--- src/design/hos_pkg.sv ---
// shared types, codes and constants of the heater overshoot test sequencer
// no dependencies
package hos_pkg;

    localparam int PointCount = 4;

    localparam int TempW  = 13;
    localparam int TimeW  = 32;
    localparam int DcW    = 11;
    localparam int DutyW  = 7;
    localparam int CountW = 8;
    localparam int CodeW  = 3;
    localparam int AddrW  = 5;
    localparam int DataW  = 32;
    localparam int InDataW  = 48;
    localparam int OutDataW = 88;

    localparam logic [DutyW-1:0]  DutyMax  = 7'd100;
    localparam logic [CountW-1:0] CountMax = 8'd255;

    // configuration register indexes
    localparam logic [2:0] REG_COOL_LIMIT = 3'd0;
    localparam logic [2:0] REG_DUTY       = 3'd1;
    localparam logic [2:0] REG_CONFIRM    = 3'd2;
    localparam logic [2:0] REG_CUTOFF_0   = 3'd3;
    localparam logic [2:0] REG_CUTOFF_1   = 3'd4;
    localparam logic [2:0] REG_CUTOFF_2   = 3'd5;
    localparam logic [2:0] REG_CUTOFF_3   = 3'd6;

    // phase codes as seen on the output
    localparam logic [CodeW-1:0] PHASE_WAIT_CODE   = 3'd0;
    localparam logic [CodeW-1:0] PHASE_HEAT_CODE   = 3'd1;
    localparam logic [CodeW-1:0] PHASE_RUNOUT_CODE = 3'd2;
    localparam logic [CodeW-1:0] PHASE_PEAK_CODE   = 3'd3;
    localparam logic [CodeW-1:0] PHASE_DONE_CODE   = 3'd4;

    typedef enum logic [4:0] {
        PH_WAIT   = 5'b00001,
        PH_HEAT   = 5'b00010,
        PH_RUNOUT = 5'b00100,
        PH_PEAK   = 5'b01000,
        PH_DONE   = 5'b10000
    } t_phase;

    typedef enum logic [CodeW-1:0] {
        EV_NONE     = 3'd0,
        EV_DOOR     = 3'd1,
        EV_START    = 3'd2,
        EV_OFF      = 3'd3,
        EV_RESULT   = 3'd4,
        EV_NEXT     = 3'd5,
        EV_COMPLETE = 3'd6
    } t_event;

    typedef struct packed {
        logic [DcW-1:0]                  cool_limit;
        logic [DutyW-1:0]                duty;
        logic [CountW-1:0]               confirm;
        logic [PointCount-1:0][DcW-1:0]  cutoff;
    } t_cfg;

    typedef struct packed {
        logic                    heat_cmd;
        logic [DutyW-1:0]        heater_duty;
        logic [CodeW-1:0]        phase;
        logic [CodeW-1:0]        run_number;
        t_event                  event_res;
        logic signed [TempW-1:0] temp_at_off;
        logic signed [TempW-1:0] peak_temp;
        logic [TempW-1:0]        overshoot;
        logic [TimeW-1:0]        rise_time;
    } t_result;

    function automatic logic [CodeW-1:0] phase_code(input t_phase ph);
        logic [CodeW-1:0] code;
        unique case (ph)
            PH_WAIT:   code = PHASE_WAIT_CODE;
            PH_HEAT:   code = PHASE_HEAT_CODE;
            PH_RUNOUT: code = PHASE_RUNOUT_CODE;
            PH_PEAK:   code = PHASE_PEAK_CODE;
            default:   code = PHASE_DONE_CODE;
        endcase
        return code;
    endfunction

endpackage

--- src/design/hos_cfg.sv ---
// configuration register file with its APB-style access port
// depends on hos_pkg
module hos_cfg (
    input  logic                      i_clk,
    input  logic                      i_rst_n,
    input  logic                      psel,
    input  logic                      penable,
    input  logic                      pwrite,
    input  logic [hos_pkg::AddrW-1:0] paddr,
    input  logic [hos_pkg::DataW-1:0] pwdata,
    output logic [hos_pkg::DataW-1:0] prdata,
    output hos_pkg::t_cfg             o_cfg
);
    import hos_pkg::*;

    t_cfg       r_cfg;
    logic [2:0] reg_idx;
    logic       wr_en;

    assign reg_idx = paddr[4:2];
    assign wr_en   = psel && penable && pwrite;

    always_ff @(posedge i_clk) begin
        if (!i_rst_n) begin
            r_cfg.cool_limit <= 11'd280;
            r_cfg.duty       <= 7'd50;
            r_cfg.confirm    <= 8'd8;
            r_cfg.cutoff[0]  <= 11'd350;
            r_cfg.cutoff[1]  <= 11'd370;
            r_cfg.cutoff[2]  <= 11'd390;
            r_cfg.cutoff[3]  <= 11'd410;
        end else if (wr_en) begin
            unique case (reg_idx)
                REG_COOL_LIMIT: r_cfg.cool_limit <= pwdata[DcW-1:0];
                REG_DUTY:       r_cfg.duty       <= pwdata[DutyW-1:0];
                REG_CONFIRM:    r_cfg.confirm    <= pwdata[CountW-1:0];
                REG_CUTOFF_0:   r_cfg.cutoff[0]  <= pwdata[DcW-1:0];
                REG_CUTOFF_1:   r_cfg.cutoff[1]  <= pwdata[DcW-1:0];
                REG_CUTOFF_2:   r_cfg.cutoff[2]  <= pwdata[DcW-1:0];
                REG_CUTOFF_3:   r_cfg.cutoff[3]  <= pwdata[DcW-1:0];
                default: ;
            endcase
        end
    end

    always_comb begin
        unique case (reg_idx)
            REG_COOL_LIMIT: prdata = DataW'(r_cfg.cool_limit);
            REG_DUTY:       prdata = DataW'(r_cfg.duty);
            REG_CONFIRM:    prdata = DataW'(r_cfg.confirm);
            REG_CUTOFF_0:   prdata = DataW'(r_cfg.cutoff[0]);
            REG_CUTOFF_1:   prdata = DataW'(r_cfg.cutoff[1]);
            REG_CUTOFF_2:   prdata = DataW'(r_cfg.cutoff[2]);
            REG_CUTOFF_3:   prdata = DataW'(r_cfg.cutoff[3]);
            default:        prdata = '0;
        endcase
    end

    assign o_cfg = r_cfg;

endmodule

--- src/design/hos_core.sv ---
// test sequencer state and per-sample next-state and result logic
// depends on hos_pkg
module hos_core (
    input  logic                             i_clk,
    input  logic                             i_rst_n,
    input  logic                             i_accept,
    input  logic [hos_pkg::TimeW-1:0]        i_now_ms,
    input  logic                             i_door_ajar,
    input  logic                             i_temp_valid,
    input  logic signed [hos_pkg::TempW-1:0] i_chamber_temp_dc,
    input  hos_pkg::t_cfg                    i_cfg,
    output hos_pkg::t_result                 o_result
);
    import hos_pkg::*;

    t_phase                  r_phase, n_phase;
    logic [CodeW-1:0]        r_run, n_run;
    logic                    r_heater, n_heater;
    logic [TimeW-1:0]        r_off_time, n_off_time;
    logic signed [TempW-1:0] r_off_temp, n_off_temp;
    logic signed [TempW-1:0] r_peak_temp, n_peak_temp;
    logic [TimeW-1:0]        r_peak_time, n_peak_time;
    logic [CountW-1:0]       r_fall, n_fall;

    logic signed [TempW:0]   temp_x, reset_x, point_x, over_x;
    logic [CodeW-1:0]        run_inc;
    t_event                  ev;
    logic signed [TempW-1:0] res_off, res_peak;
    logic [TempW-1:0]        res_over;
    logic [TimeW-1:0]        res_ttp;

    assign temp_x  = (TempW+1)'(i_chamber_temp_dc);
    assign reset_x = $signed({3'b000, i_cfg.cool_limit});
    assign point_x = $signed({3'b000, i_cfg.cutoff[r_run[1:0]]});
    assign run_inc = r_run + 3'd1;

    always_comb begin
        n_phase     = r_phase;
        n_run       = r_run;
        n_heater    = r_heater;
        n_off_time  = r_off_time;
        n_off_temp  = r_off_temp;
        n_peak_temp = r_peak_temp;
        n_peak_time = r_peak_time;
        n_fall      = r_fall;
        ev          = EV_NONE;
        res_off     = '0;
        res_peak    = '0;
        res_over    = '0;
        res_ttp     = '0;
        over_x      = '0;

        if (i_door_ajar) begin
            // door forces the heater off and restarts the current run
            n_heater = 1'b0;
            if (r_phase != PH_WAIT) begin
                n_phase = PH_WAIT;
                ev      = EV_DOOR;
            end
        end else if (!i_temp_valid) begin
            // not a number: hold everything
        end else if (r_run >= CodeW'(PointCount)) begin
            n_heater = 1'b0;
            n_phase  = PH_DONE;
        end else begin
            unique case (r_phase)
                PH_WAIT: begin
                    if (temp_x <= reset_x) begin
                        n_phase  = PH_HEAT;
                        n_heater = 1'b1;
                        ev       = EV_START;
                    end
                end
                PH_HEAT: begin
                    if (temp_x >= point_x) begin
                        n_heater    = 1'b0;
                        n_off_time  = i_now_ms;
                        n_off_temp  = i_chamber_temp_dc;
                        n_peak_temp = i_chamber_temp_dc;
                        n_peak_time = i_now_ms;
                        n_fall      = '0;
                        n_phase     = PH_RUNOUT;
                        ev          = EV_OFF;
                    end
                end
                PH_RUNOUT: begin
                    if (i_chamber_temp_dc > r_peak_temp) begin
                        n_peak_temp = i_chamber_temp_dc;
                        n_peak_time = i_now_ms;
                        n_fall      = '0;
                    end else if (i_chamber_temp_dc < r_peak_temp && r_fall != CountMax) begin
                        n_fall = r_fall + 8'd1;
                    end
                    if (n_fall >= i_cfg.confirm) begin
                        over_x   = (TempW+1)'(n_peak_temp) - (TempW+1)'(r_off_temp);
                        res_off  = r_off_temp;
                        res_peak = n_peak_temp;
                        res_over = over_x[TempW-1:0];
                        res_ttp  = (n_peak_time >= r_off_time) ?
                                   (n_peak_time - r_off_time) : '0;
                        n_phase  = PH_PEAK;
                        ev       = EV_RESULT;
                    end
                end
                PH_PEAK: begin
                    n_run = run_inc;
                    if (run_inc < CodeW'(PointCount)) begin
                        n_phase = PH_WAIT;
                        ev      = EV_NEXT;
                    end else begin
                        n_phase = PH_DONE;
                        ev      = EV_COMPLETE;
                    end
                end
                default: begin
                    n_heater = 1'b0;
                    n_phase  = PH_DONE;
                end
            endcase
        end
    end

    always_comb begin
        o_result.heat_cmd     = n_heater;
        o_result.heater_duty  = n_heater ?
                                ((i_cfg.duty > DutyMax) ? DutyMax : i_cfg.duty) : '0;
        o_result.phase        = phase_code(n_phase);
        o_result.run_number   = (n_run < CodeW'(PointCount)) ?
                                (n_run + 3'd1) : CodeW'(PointCount);
        o_result.event_res    = ev;
        o_result.temp_at_off  = res_off;
        o_result.peak_temp    = res_peak;
        o_result.overshoot    = res_over;
        o_result.rise_time    = res_ttp;
    end

    always_ff @(posedge i_clk) begin
        if (!i_rst_n) begin
            r_phase  <= PH_WAIT;
            r_run    <= '0;
            r_heater <= 1'b0;
            r_fall   <= '0;
        end else if (i_accept) begin
            r_phase  <= n_phase;
            r_run    <= n_run;
            r_heater <= n_heater;
            r_fall   <= n_fall;
        end
    end

    // run data is always loaded at switch-off before it is read
    always_ff @(posedge i_clk) begin
        if (i_accept) begin
            r_off_time  <= n_off_time;
            r_off_temp  <= n_off_temp;
            r_peak_temp <= n_peak_temp;
            r_peak_time <= n_peak_time;
        end
    end

endmodule

--- src/design/heater_overshoot_test_sequencer_top.sv ---
// Heater overshoot test sequencer, top level. Each chamber sample request yields
// exactly one result request, which shows on the output the cycle after the sample
// is taken, or later while earlier results are stalled. A sample is taken in
// every cycle while the two-entry output buffer has room, so the sustained rate
// is one sample per clock; the sequencer state updates in a single step between
// the sample handshake and the output register. The test walks four switch-off
// points: wait until the chamber is at or below the reset temperature, heat at
// the programmed duty up to the switch-off point, then follow the runout peak
// and report overshoot and time to peak once enough falling samples are seen.
// An open door kills the heater and restarts the current point; a sample flagged
// invalid changes nothing unless the door is open. Registers are written over the
// APB-style port and should only be changed while no sample is in flight.
// depends on hos_pkg, hos_cfg, hos_core
module heater_overshoot_test_sequencer_top (
    input  logic                         i_clk,
    input  logic                         i_rst_n,
    // sample requests
    input  logic                         s_tvalid,
    output logic                         s_tready,
    // [31:0] now_ms, [32] door_ajar, [45:33] chamber_temp_dc, rest zero
    input  logic [hos_pkg::InDataW-1:0]  s_tdata,
    // [0] temp_valid
    input  logic [0:0]                   s_tuser,
    // result requests
    output logic                         m_tvalid,
    input  logic                         m_tready,
    // [0] heat_cmd, [7:1] heater_duty, [10:8] phase, [13:11] run_number,
    // [26:14] temp_at_off_dc, [39:27] peak_temp_dc, [52:40] overshoot_dc,
    // [84:53] rise_time_ms, rest zero
    output logic [hos_pkg::OutDataW-1:0] m_tdata,
    // [2:0] event_res
    output logic [2:0]                   m_tuser,
    // configuration port
    input  logic                         psel,
    input  logic                         penable,
    input  logic                         pwrite,
    input  logic [hos_pkg::AddrW-1:0]    paddr,
    input  logic [hos_pkg::DataW-1:0]    pwdata,
    output logic [hos_pkg::DataW-1:0]    prdata,
    output logic                         pready
);
    import hos_pkg::*;

    t_cfg    cfg;
    t_result core_res;
    logic    in_accept;
    logic    out_take;

    // output register plus one skid entry
    logic    r_out_valid;
    logic    r_skid_valid;
    t_result r_out;
    t_result r_skid;

    assign pready = 1'b1;

    hos_cfg u_cfg (
        .i_clk   (i_clk),
        .i_rst_n (i_rst_n),
        .psel    (psel),
        .penable (penable),
        .pwrite  (pwrite),
        .paddr   (paddr),
        .pwdata  (pwdata),
        .prdata  (prdata),
        .o_cfg   (cfg)
    );

    // ready depends only on the skid entry, so a stalled result never blocks
    // the next sample while the output register is still occupied
    assign s_tready  = !r_skid_valid;
    assign in_accept = s_tvalid && s_tready;
    assign out_take  = r_out_valid && m_tready;

    hos_core u_core (
        .i_clk             (i_clk),
        .i_rst_n           (i_rst_n),
        .i_accept          (in_accept),
        .i_now_ms          (s_tdata[31:0]),
        .i_door_ajar       (s_tdata[32]),
        .i_temp_valid      (s_tuser[0]),
        .i_chamber_temp_dc (s_tdata[45:33]),
        .i_cfg             (cfg),
        .o_result          (core_res)
    );

    always_ff @(posedge i_clk) begin
        if (!i_rst_n) begin
            r_out_valid  <= 1'b0;
            r_skid_valid <= 1'b0;
        end else if (!r_out_valid || out_take) begin
            // output slot frees up: refill from skid first, else from the core
            if (r_skid_valid) begin
                r_out_valid  <= 1'b1;
                r_skid_valid <= 1'b0;
            end else begin
                r_out_valid  <= in_accept;
            end
        end else if (in_accept) begin
            r_skid_valid <= 1'b1;
        end
    end

    always_ff @(posedge i_clk) begin
        if (!r_out_valid || out_take) begin
            if (r_skid_valid) begin
                r_out <= r_skid;
            end else if (in_accept) begin
                r_out <= core_res;
            end
        end else if (in_accept) begin
            r_skid <= core_res;
        end
    end

    assign m_tvalid = r_out_valid;
    assign m_tuser  = r_out.event_res;
    assign m_tdata  = {3'b000,
                       r_out.rise_time,
                       r_out.overshoot,
                       r_out.peak_temp,
                       r_out.temp_at_off,
                       r_out.run_number,
                       r_out.phase,
                       r_out.heater_duty,
                       r_out.heat_cmd};

endmodule

--- config.mk ---
export PLATFORM = sky130hd
export DESIGN_NAME = heater_overshoot_test_sequencer_top
export DESIGN_NICKNAME = d
export VERILOG_FILES = /design/src/design/hos_pkg.sv /design/src/design/hos_cfg.sv /design/src/design/hos_core.sv /design/src/design/heater_overshoot_test_sequencer_top.sv
export SDC_FILE = /design/constraint.sdc
export NUM_CORES = 1
export LEC_CHECK = 0
export ABC_AREA = 1
export BUFFER_PORTS_ARGS = -buffer_cell sky130_fd_sc_hd__buf_2
export CAP_MARGIN = 40
export CORE_MARGIN = 2
export CORE_UTILIZATION = 65
export CTS_BUF_LIST = sky130_fd_sc_hd__clkbuf_4
export CTS_CLUSTER_SIZE = 25
export DETAILED_ROUTE_END_ITERATION = 8
export GPL_TIMING_DRIVEN = 1
export PLACE_DENSITY = 0.84
export SYNTH_ARGS = -nofsm -noshare
export SYNTH_HDL_FRONTEND = slang
export SYNTH_SLANG_ARGS = --single-unit
--- constraint.sdc ---
create_clock -name i_clk -period 14.45 [get_ports i_clk]
set_input_delay 0.7225 -clock i_clk [delete_from_list [all_inputs] [get_ports i_clk]]
set_output_delay 0.7225 -clock i_clk [all_outputs]
set_load 0.02 [all_outputs]
### Word level (Yosys, flattened, before mapping)

Cells that the tools add are included.
Widths: inputs -> output; s select.

| storage, ports and cells | value |
|---|---|
| flip-flop bits (word level) | 355 |
| input port bits | 93 |
| output and inout bits | 126 |
| word-level logic and storage cells | 177 |

| cells by class | value |
|---|---|
| $add $sub $neg | 5 |
| $lt $le $gt $ge | 11 |
| equal/unequal tests | 17 |
| muxes and demuxes | 81 |
| bitwise logic cells | 4 |
| reduce and logical (&&, ||, !) cells | 24 |

Operator list:

| operator | count |
|---|---|
| $mux 32 | 12 |
| $mux 13 | 21 |
| $mux 88 | 2 |
| $pmux 11 s7 | 1 |
| $pmux 32 s2 | 1 |
| $mux 8 | 7 |
| $mux 5 | 8 |
| $ge 32x32->1 | 1 |
| $sub 32x32->32 | 1 |
| $mux 3 | 9 |
| $pmux 13 s2 | 1 |
| $pmux 3 s4 | 2 |
| $bmux 11 s2 | 1 |
| $pmux 5 s4 | 1 |
| $reduce_and 2->1 | 9 |
| $pmux 8 s2 | 1 |
| $mux 7 | 2 |
| $ge 13x12->1 | 1 |
| $gt 13x13->1 | 1 |
| $le 13x12->1 | 1 |
| $lt 13x13->1 | 1 |
| $sub 13x13->13 | 1 |
| $reduce_and 6->1 | 2 |
| $mux 11 | 1 |
| other kinds (27) | 54 |

### Depth between registers and ports, before layout

Gate-level depths: netlist (run 1).

| depth | value |
|---|---|
| depth in word-level cells | 18 |
| mapped depth | 32 |
| mapped depth without buffers | 30 |

### Cells and area by module

From an unflattened synthesis (run 1), not the netlist that was laid out.

| second synthesis, totals | value |
|---|---|
| cells, all modules | 2369 |
| area, all modules | 19892.8 um^2 |

By module, submodules not included:

| module | instances | cells each | area an instance (um^2) | sequential area each (um^2) |
|---|---|---|---|---|
| hos_core | 1 | 1328 | 9643.0 | 3042.9 |
| heater_overshoot_test_sequencer_top | 1 | 479 | 6602.6 | 5325.1 |
| hos_cfg | 1 | 562 | 3647.2 | 1401.3 |

### Least setup slack after synthesis (run 1)

Ideal clock, no wire load.

| timing path | value |
|---|---|
| path kind | register to register |
| start point | register u_core.r_run[0] |
| end point | register u_core.r_off_temp[0] (enable) |
| library setup time | 503 ps |
| data arrival time | 4985 ps |
| data required time | 13947 ps |
| path slack | 8961 ps |
| cell stages (with the launch flop) | 17 |
| path buffers | 2 |
| period minus slack after synthesis | 5489 ps |
| cells stage by stage | dfxtp_1 -> clkbuf_1 -> clkbuf_1 -> nand2_1 -> o21ai_0 -> a21oi_1 -> ha_1 -> nand2_1 -> nor2_1 -> nand2_1 -> nand3_1 -> nand2_1 -> nand2_1 -> nand2_1 -> nand2_1 -> nand2_1 -> nor3_1 |

| on the way | value |
|---|---|
| cells in the longest elaborated chain, start to end | 4 |
| elaborated cells on any way between the ends | 6 |
| those cells by class | order compare (2); mux (2); bitwise (1); reduce/logical (1) |

RTL lines:

| what | line | RTL |
|---|---|---|
| start: declaration | hos_core.sv:17 | `logic [CodeW-1:0] r_run, n_run;` |
| start signal: assignment | hos_core.sv:145 | `r_run <= n_run;` |
| $bmux 11 s2 | hos_core.sv:34 | `assign point_x = $signed({3'b000, i_cfg.cutoff[r_run[1:0]]});` |
| $mux 11 (implied by the code) | hos_core.sv:34 |  |
| $ge 13x12->1 | hos_core.sv:75 | `if (temp_x >= point_x) begin` |
| $reduce_and 6->1 (no line) * | n/a |  |
| end signal: assignment | hos_core.sv:155 | `r_off_temp <= n_off_temp;` |
| end: declaration | hos_core.sv:20 | `logic signed [TempW-1:0] r_off_temp, n_off_temp;` |

Mark *: on every way between the ends. The rest lies on a longest branch, timed or not. The select of a mux whose other input is x is not followed.
A chain may end at the register's enable or synchronous reset.

### Final worst setup path (run 1)

| timing path | value |
|---|---|
| start point | register u_core.r_peak_temp[6] |
| end point | register r_out (netlist bit m_tdata[83]) (data pin) |

| on the way | value |
|---|---|
| cells in the longest elaborated chain, start to end | 16 |
| elaborated cells on any way between the ends | 25 |
| those cells by class | add/sub (1); order compare (4); mux (19); reduce/logical (1) |

RTL lines:

| what | line | RTL |
|---|---|---|
| start: declaration | hos_core.sv:21 | `logic signed [TempW-1:0] r_peak_temp, n_peak_temp;` |
| start signal: assignment | hos_core.sv:156 | `r_peak_temp <= n_peak_temp;` |
| parallel branches: the longest is 9 deep, another holds $sub 32x32->32 | n/a |  |
| $mux 32 * | hos_core.sv:94 | `if (n_fall >= i_cfg.confirm) begin` |
| $mux 32 * | hos_core.sv:66 | `unique case (r_phase)` |
| $mux 32 * | hos_core.sv:62 | `end else if (r_run >= CodeW'(PointCount)) begin` |
| $mux 32 * | hos_core.sv:60 | `end else if (!i_temp_valid) begin` |
| $mux 32 * | hos_core.sv:53 | `if (i_door_ajar) begin` |
| $mux 88 * | heater_overshoot_test_sequencer_top.sv:108 | `end else if (in_accept) begin` |
| $mux 88 * | heater_overshoot_test_sequencer_top.sv:106 | `if (r_skid_valid) begin` |
| end signal: assignment | heater_overshoot_test_sequencer_top.sv:107 | `r_out <= r_skid;` |
| end signal: assignment | heater_overshoot_test_sequencer_top.sv:109 | `r_out <= core_res;` |
| end: declaration | heater_overshoot_test_sequencer_top.sv:52 | `t_result r_out;` |

Every way passes the cells marked *. The select of a mux whose other input is x is not followed.

==> metrics.md, run 1 <==
| Metric | Value |
|---|---|
| Hold Crit Start | `s_tdata[7]` |
| Relative slew slack | `37.18%` |
| Post-synth EDFFs | `266` |
| Final ANT Viol Nets | `0` |
| Routed WL | `47,080 um` |
| CTS resizes | `0` |
| Via/cell ratio | `5.662` |
| CTS H-tree depth | `3` |
| Initial antenna violation count | `2` |
| Slowest CP cell | `buf_4` |
| Final #Nets | `2,532` |
| Worst-Margin Slew | `937.2 ps` |
| CP max FO | `64` |
| Pwr/cell area | `107.2 mW/mm^2` |
| Synth Area per Inst | `8.881 sq um` |
| IO buf count | `168` |
| Root Buffer Master | `clkbuf_4` |
| Clk_lat worst skew | `730 ps` |
| Most frequent cells in the layout | `390 x nand2_1, 266 x edfxtp_1, 265 x inv_1` |
| Post-synthesis cell area | `0.01901 sq mm` |
| Setup TNS Final | `0 ps` |
| CTS Buf Count | `89` |
| Clock Sinks | `355` |
| Vias in the first global route | `14,958` |
| Area Overhead vs Synth | `12.07%` |
| Final Max Tran Viols | `0` |
| I/O pin count | `219` |
| Chip height | `175.0 um` |
| Die area | `0.03062 sq mm` |
| Die Wd | `175.0 um` |
| Leak | `9.624 nW` |
| Layout cells sized above 1 | `17.71%` |
| Row count | `62` |
| Setup violators final | `0` |
| Peak Freq | `0.1762 GHz` |
| GRT Overall Usage | `30.65%` |
| DP Wirelength | `33,270 um` |
| Final period utilization | `39.28%` |
| Worst-path clk slew | `70 ps` |
| Ys Warns | `0` |
| Arrival time worst endpoint | `6100 ps` |
| CTS tree | `built` |
| Largest net degree at the start of global routing | `76` |
| Residual DRC count | `0` |
| Critical R2R Launch | `u_core.r_peak_temp[6]` |
| First-pass DRT Iterations | `9` |
| Endpoints failing hold | `0` |
| Clk buf depth | `3` |
| Setup Buffers After CTS | `0` |
| Clock Skews | `58.68 ps` |
| Total grt overflow | `0` |
| Worst min path class | `in -> reg` |
| Data required time of the critical path | `14,880 ps` |
| Min cycle time layout | `5676 ps` |
| RSZ-0062 raised after global routing | `no` |
| Most common cell after layout, fill and taps aside | `nand2_1` |
| Max stage delay on crit path | `690 ps` |
| Initial Utilization | `66.04%` |
| Via Count | `15,883` |
| Cts hold-fix bufs | `0` |
| Critical path class | `reg -> reg` |
| First-pass GRT wire length | `74,550 um` |
| Register area share after synthesis | `51.40%` |
| Peak VDD IR | `65.21 uV` |
| Critical Path Start Type | `flip-flop` |
| Synth async-reset ratio | `0%` |
| Most frequent CP cell | `nand2_1` |
| Outcome | `finished, final reports clean` |
| Design Area, Final | `0.02130 sq mm` |
| Routed len/inst | `16.78 um` |
| Ys flop type | `edfxtp_1` |
| CP endpoint kind | `flip-flop` |
| Mapped Cells | `2,140` |
| Fill cells | `2,147` |
| Count of cell types in the netlist | `57` |
| Core ar. | `0.02878 sq mm` |
| Hold slack | `187.7 ps` |
| CP startpoint | `u_core.r_peak_temp[6]` |
| Synth Register Bits | `355` |
| Initial DRC Count | `1,702` |
| MaxCap Viol Count | `0` |
| DP Area | `0.02013 sq mm` |
| Gpl congestion | `0.9432` |
-- worst max-delay path, delay by kind of cell, from the launching register on --
kind            cells  cell delay (ps)
simple gates       14             1880
buf+inv             6             1100
fa+ha+maj           3              840
compound gates      6              820
flops               1              400
mux                 1              300
-- synth_stat cells (3+ instances only) --
master / instances / area share, %
nand2_1: 391 / 7.7
edfxtp_1: 266 / 42
inv_1: 266 / 5.3
nor2_1: 265 / 5.2
a21oi_1: 162 / 4.3
o21ai_0: 159 / 4.2
ha_1: 90 / 5.9
dfxtp_1: 89 / 9.4
nand3_1: 59 / 1.6
clkbuf_1: 49 / 0.97
o21ai_1: 43 / 1.1
mux2_2: 32 / 1.9
buf_4: 30 / 1.2
nand4_1: 22 / 0.72
xor2_1: 21 / 0.97
nor3_1: 19 / 0.50
inv_2: 18 / 0.36
or2_1: 14 / 0.46
xnor2_1: 13 / 0.60
o21ai_2: 12 / 0.55
a221oi_1: 11 / 0.51
o211ai_1: 10 / 0.39
a31oi_1: 7 / 0.23
o21bai_1: 7 / 0.28
buf_1: 6 / 0.12
o22ai_1: 6 / 0.20
buf_6: 5 / 0.30
nor3_2: 5 / 0.26
a22oi_1: 4 / 0.16
nand2_2: 4 / 0.13
nor2_2: 4 / 0.13
nor4_1: 4 / 0.13
o2111ai_1: 4 / 0.18
a21o_1: 3 / 0.12
and2_1: 3 / 0.099
buf_2: 3 / 0.079
nand3_2: 3 / 0.16
o221ai_1: 3 / 0.14
-- area by class of cell --
| class | instances | area, sq um | share of cell area (%) |
|---|---|---|---|
| inverter | 284 | 1066 | 5.005 |
| tap | 384 | 480.5 | 2.256 |
| antenna | 4 | 10.01 | 0.04700 |
| clock buffer | 139 | 1044 | 4.899 |
| sequential | 355 | 9771 | 45.87 |
| timing repair buffer | 186 | 1021 | 4.794 |
| multi-input combinational | 1431 | 7787 | 36.56 |
| clock inverter | 22 | 120.1 | 0.5639 |
-- layer usage --
layer / GRT usage [%] / vias up / share of wire (%)
li1: - / 7650 / -
met2: 49.03 / 751 / 46
met3: 5.788 / 122 / 9.7
met5: 0 / - / 0.019
met4: 10.56 / 2 / 2.6
met1: 42.30 / 7358 / 42
-- path summary, 6_finish.rpt --
kind	end	slack (ps)	depth (start not counted)
worst max-delay path	m_tdata[83]	8770	30
worst min-delay path	u_core.r_off_time[7]	190	1
worst max register to register	m_tdata[83]	8770	30
worst min register to register	u_core.r_fall[4]	480	2
-- stage by stage --
| step | cells | total power, mW | setup slack (ps) | utilization (%) |
|---|---|---|---|---|
| floorplan | 2163 | 1.354 | 8961 | - |
| global placement | 2636 | 1.426 | 8435 | 69.67 |
| detailed placement | 2640 | 1.436 | 8341 | 69.93 |
| CTS | 2801 | 2.289 | 8815 | 73.97 |
| global route | 2802 | 2.381 | 8304 | 73.98 |
| finish | 2805 | 2.283 | 8774 | 74.01 |
-- registers in the layout, summed over array words and instances, names as in the netlist, 5 cells and up --
name,flops
u_core.r_fall,8
u_cfg.o_cfg,70
m_tdata,85
u_core.r_phase,5
u_core.r_off_temp,13
u_core.r_off_time,32
r_skid,88
u_core.r_peak_time,32
u_core.r_peak_temp,13
-- cells by family after synthesis --
logic type / share of synthesized area, %
AOI/OAI and AO/OA: 13.03
and+or+nand+nor: 17.62
DFF: 51.40
buffers and inverters: 8.255
xor gates and xnor gates: 1.567
muxes: 1.949
adders and majority gates: 6.136
other: 0.03951
-- where the power goes --
| group | leakage (nW) | total [mW] | switching [mW] | internal (mW) |
|---|---|---|---|---|
| logic | 5.63 | 0.292 | 0.202 | 0.0894 |
| clock network | 0.698 | 0.862 | 0.407 | 0.455 |
| registers | 3.30 | 1.13 | 0.0102 | 1.12 |
| total | 9.62 | 2.28 | 0.620 | 1.66 |
Power figures use the tool's default switching activity.
==> run 2, diff against run 1 <==
- ABC_AREA: 1 -> 0
- CORE_UTILIZATION: 65 -> 61
- PLACE_DENSITY: 0.84 -> 0.8
- clock period: 14.45 -> 5.24 ns (I/O delays scaled with it)
==> run 2 against run 1 <==
  * Total power rose to 2.8 times the previous value
  * Clock skew rose by 28 ps
  * Global-route usage fell by 2.0 points
  * Sequential share of layout area fell by 2.5 points
  * Register-to-register slack got worse by 8500 ps
  * Maximum frequency rose by 13%
  * Routed wire length rose by 2.2%
  * Final cell count fell by 6.7%
  * Synthesized cell count fell by 13%
  * First-iteration DRC count fell by 24%
  * Clock power rose to 2.9 times the previous value
==> metrics.md, run 2 <==
| Metric | Value |
|---|---|
| Critical path class | `reg -> reg` |
| Final period utilization | `95.54%` |
| Gr busiest metal | `met2` |
| FF+latch area | `0.009773 sq mm` |
| Multi-input gate area | `0.008651 sq mm` |
| Worst-Margin Slew | `853.1 ps` |
| CTS H-tree depth | `3` |
| CP max FO | `16` |
| CP Buf/Inv Count | `4` |
| Endpoints failing hold | `0` |
| Post-synthesis cell area | `0.01924 sq mm` |
| Most frequent cells in the layout | `359 x nand2_1, 266 x edfxtp_1, 169 x buf_2` |
| Outcome | `finished, final reports clean` |
| Final Max Tran Viols | `0` |
| Synth Area per Inst | `10.36 sq um` |
| Chip height | `181.6 um` |
| Routed len/inst | `18.39 um` |
| Gpl congestion | `0.9250` |
| Min cycle time layout | `5006 ps` |
| Core ar. | `0.03131 sq mm` |
| Post-route setup slack | `233.8 ps` |
| Total grt overflow | `0` |
| Initial Utilization | `61.44%` |
| Final ANT Viol Nets | `0` |
| Data required time of the critical path | `5670 ps` |
| Final #Nets | `2,324` |
| Largest cells by area after synthesis | `edfxtp_1 42%, dfxtp_1 9.3%, nand2_1 7.0%` |
| Via Count | `15,231` |
| Residual DRC count | `0` |
| Clock Skews | `86.55 ps` |
| Setup TNS Final | `0 ps` |
| CTS tree | `built` |
| Area Overhead vs Synth | `17.26%` |
| Total power | `6.437 mW` |
| IO buf count | `168` |
| Levels on crit path | `20` |
| Vias in the first global route | `14,705` |
| Pwr/cell area | `285.4 mW/mm^2` |
| Top reg by flops | `r_skid` |
| Clk_lat worst skew | `780 ps` |
| Layout cells sized above 1 | `22.91%` |
| CP endpoint kind | `flip-flop` |
| Critical path cell sequence | `inv_1, ha_1, a21oi_1, o211ai_1, o22ai_1, a21oi_2, nor2b_4, buf_4, mux2_2, fa_2, a21oi_2, o211ai_1, a32o_1, or4_4, a311oi_4, nor2_2, o221ai_4, buf_12, buf_12, o31ai_1` |
| First-pass GRT wire length | `75,270 um` |
| Met1 usage | `36.97%` |
| Leak | `9.209 nW` |
| Max stage delay on crit path | `570 ps` |
| Critical R2R Launch | `u_core.r_peak_temp[10]` |
| Count of cell types in the netlist | `80` |
| Relative slew slack | `43.13%` |
| Largest area contributor in the netlist | `edfxtp_1` |
| Largest net degree at the start of global routing | `91` |
| CTS Buf Count | `90` |
| Worst-path clk slew | `70 ps` |
| Peak VDD IR | `260.4 uV` |
| Routed WL | `48,120 um` |
| Hold Path Depth | `3` |
| CP startpoint | `u_core.r_peak_temp[10]` |
| Critical Path Start Type | `flip-flop` |
| MaxCap Viol Count | `0` |
| Worst slack, placed | `17.90 ps` |
| Synth top cells by count | `359 x nand2_1, 266 x edfxtp_1, 136 x nor2_1` |
| Initial DRC Count | `1,294` |
| Post-synth top area share | `41.52%` |
| DP Wirelength | `31,570 um` |
| Ys Warns | `0` |
| Clk buf depth | `3` |
| Initial antenna violation count | `2` |
| Max reg flops | `88` |
| Most common cell after layout, fill and taps aside | `nand2_1` |
| Top-count cell post-synth | `nand2_1` |
| Root Buffer Master | `clkbuf_4` |
| Ys flop type | `edfxtp_1` |
| Worst min path class | `in -> reg` |
| Synth Register Bits | `355` |
| Fill cells | `2,207` |
| Via/cell ratio | `5.820` |
| Peak Freq | `0.1998 GHz` |
| Post-synth EDFFs | `266` |
| Met3 usage | `4.733%` |
| Die area | `0.03297 sq mm` |
| First-pass DRT Iterations | `7` |
| Slowest CP cell | `or4_4` |
| Die Wd | `181.6 um` |
| Register area share after synthesis | `50.78%` |
| Mapped Cells | `1,857` |
| Synth async-reset ratio | `0%` |
| Hold Crit Start | `m_tready` |
| Setup violators final | `0` |
| GRT Overall Usage | `28.63%` |
| Delay-heaviest family, CP | `compound AO/OA/AOI/OAI gates` |
| Clock Sinks | `355` |
| M2 GR Usage | `48.25%` |
| I/O pin count | `219` |
| Arrival time worst endpoint | `5440 ps` |
| FF-to-FF path depth | `20` |
| Row count | `65` |
run 2: cell types whose count changed after synthesis, sizes merged, moves of 20 or more:
cell / before / now
nand2: 395 / 359
a21boi: 4 / 43
o21ai: 215 / 51
o31ai: 2 / 77
nor2: 269 / 137
mux2: 32 / 55
mux2i: 1 / 30
nor2b: 0 / 23
clkbuf: 49 / 75
nand3: 62 / 42
a21oi: 164 / 54
inv: 284 / 117
run 2: cells by family after synthesis:
family                   Yosys count  synth area share (%)
XOR/XNOR                          52                 2.446
flip-flops                       355                 50.78
AO/OA/AOI/OAI                    349                 13.47
multiplexers                     101                 6.654
other                              2               0.03904
adder cells (fa/ha/maj)           92                 6.062
AND/OR/NAND/NOR                  673                 15.27
buffers and inverters            233                 5.281
run 2: area by class of cell:
cell class	count	share of cell area (%)
Clock inverter	21	0.6545
Multi-Input combinational cell	1292	38.35
Tap cell	402	2.230
Inverter	117	1.947
Clock buffer	145	4.826
Sequential cell	355	43.32
Antenna cell	2	0.02219
Timing Repair Buffer	283	8.647
run 2: final timing paths:
kind	endpoint	slack, ps
max	m_tdata[80]	230
min	m_tvalid	50
max reg2reg	m_tdata[80]	230
min reg2reg	u_core.r_heater	470
run 2: stage by stage:
stage / cell area (sq um) / cells / utilization (%) / hold slack (ps)
6_report: 22560 / 2617 / 72.04 / 49.69
3_5_place_dp: 20550 / 2383 / 65.62 / 459.9
5_1_grt: 22560 / 2616 / 72.04 / 65.90
2_1_floorplan: 19330 / 1880 / - / 360.9
3_3_place_gp: 20530 / 2380 / 65.56 / 454.8
4_1_cts: 22370 / 2608 / 71.46 / 0.4708
run 2: repair_timing:
item | CTS | global route
hold buffers | 59 | 0
endpoints found under the setup margin | 0 | 68
endpoints found under the hold margin | 163 | 0
buffers inserted | 0 | 4
gates resized for setup | 0 | 19
run 2: tightest hold or removal path, stage by stage:
cell	delay, ps
buf_2	70
nand2b_1	240
a21boi_0	130
run 2: per-layer routing:
| metal | part of all wire [%] | vias to the layer above |
|---|---|---|
| li1 | - | 7198 |
| met1 | 41 | 7285 |
| met2 | 48 | 641 |
| met3 | 7.4 | 105 |
| met4 | 3.1 | 2 |
| met5 | 0.023 | - |
run 2: power breakdown:
part / switching [mW] / internal [mW] / total (mW)
logic: 0.500 / 0.316 / 0.816
registers: 0.0280 / 3.08 / 3.11
clock network: 1.16 / 1.35 / 2.51
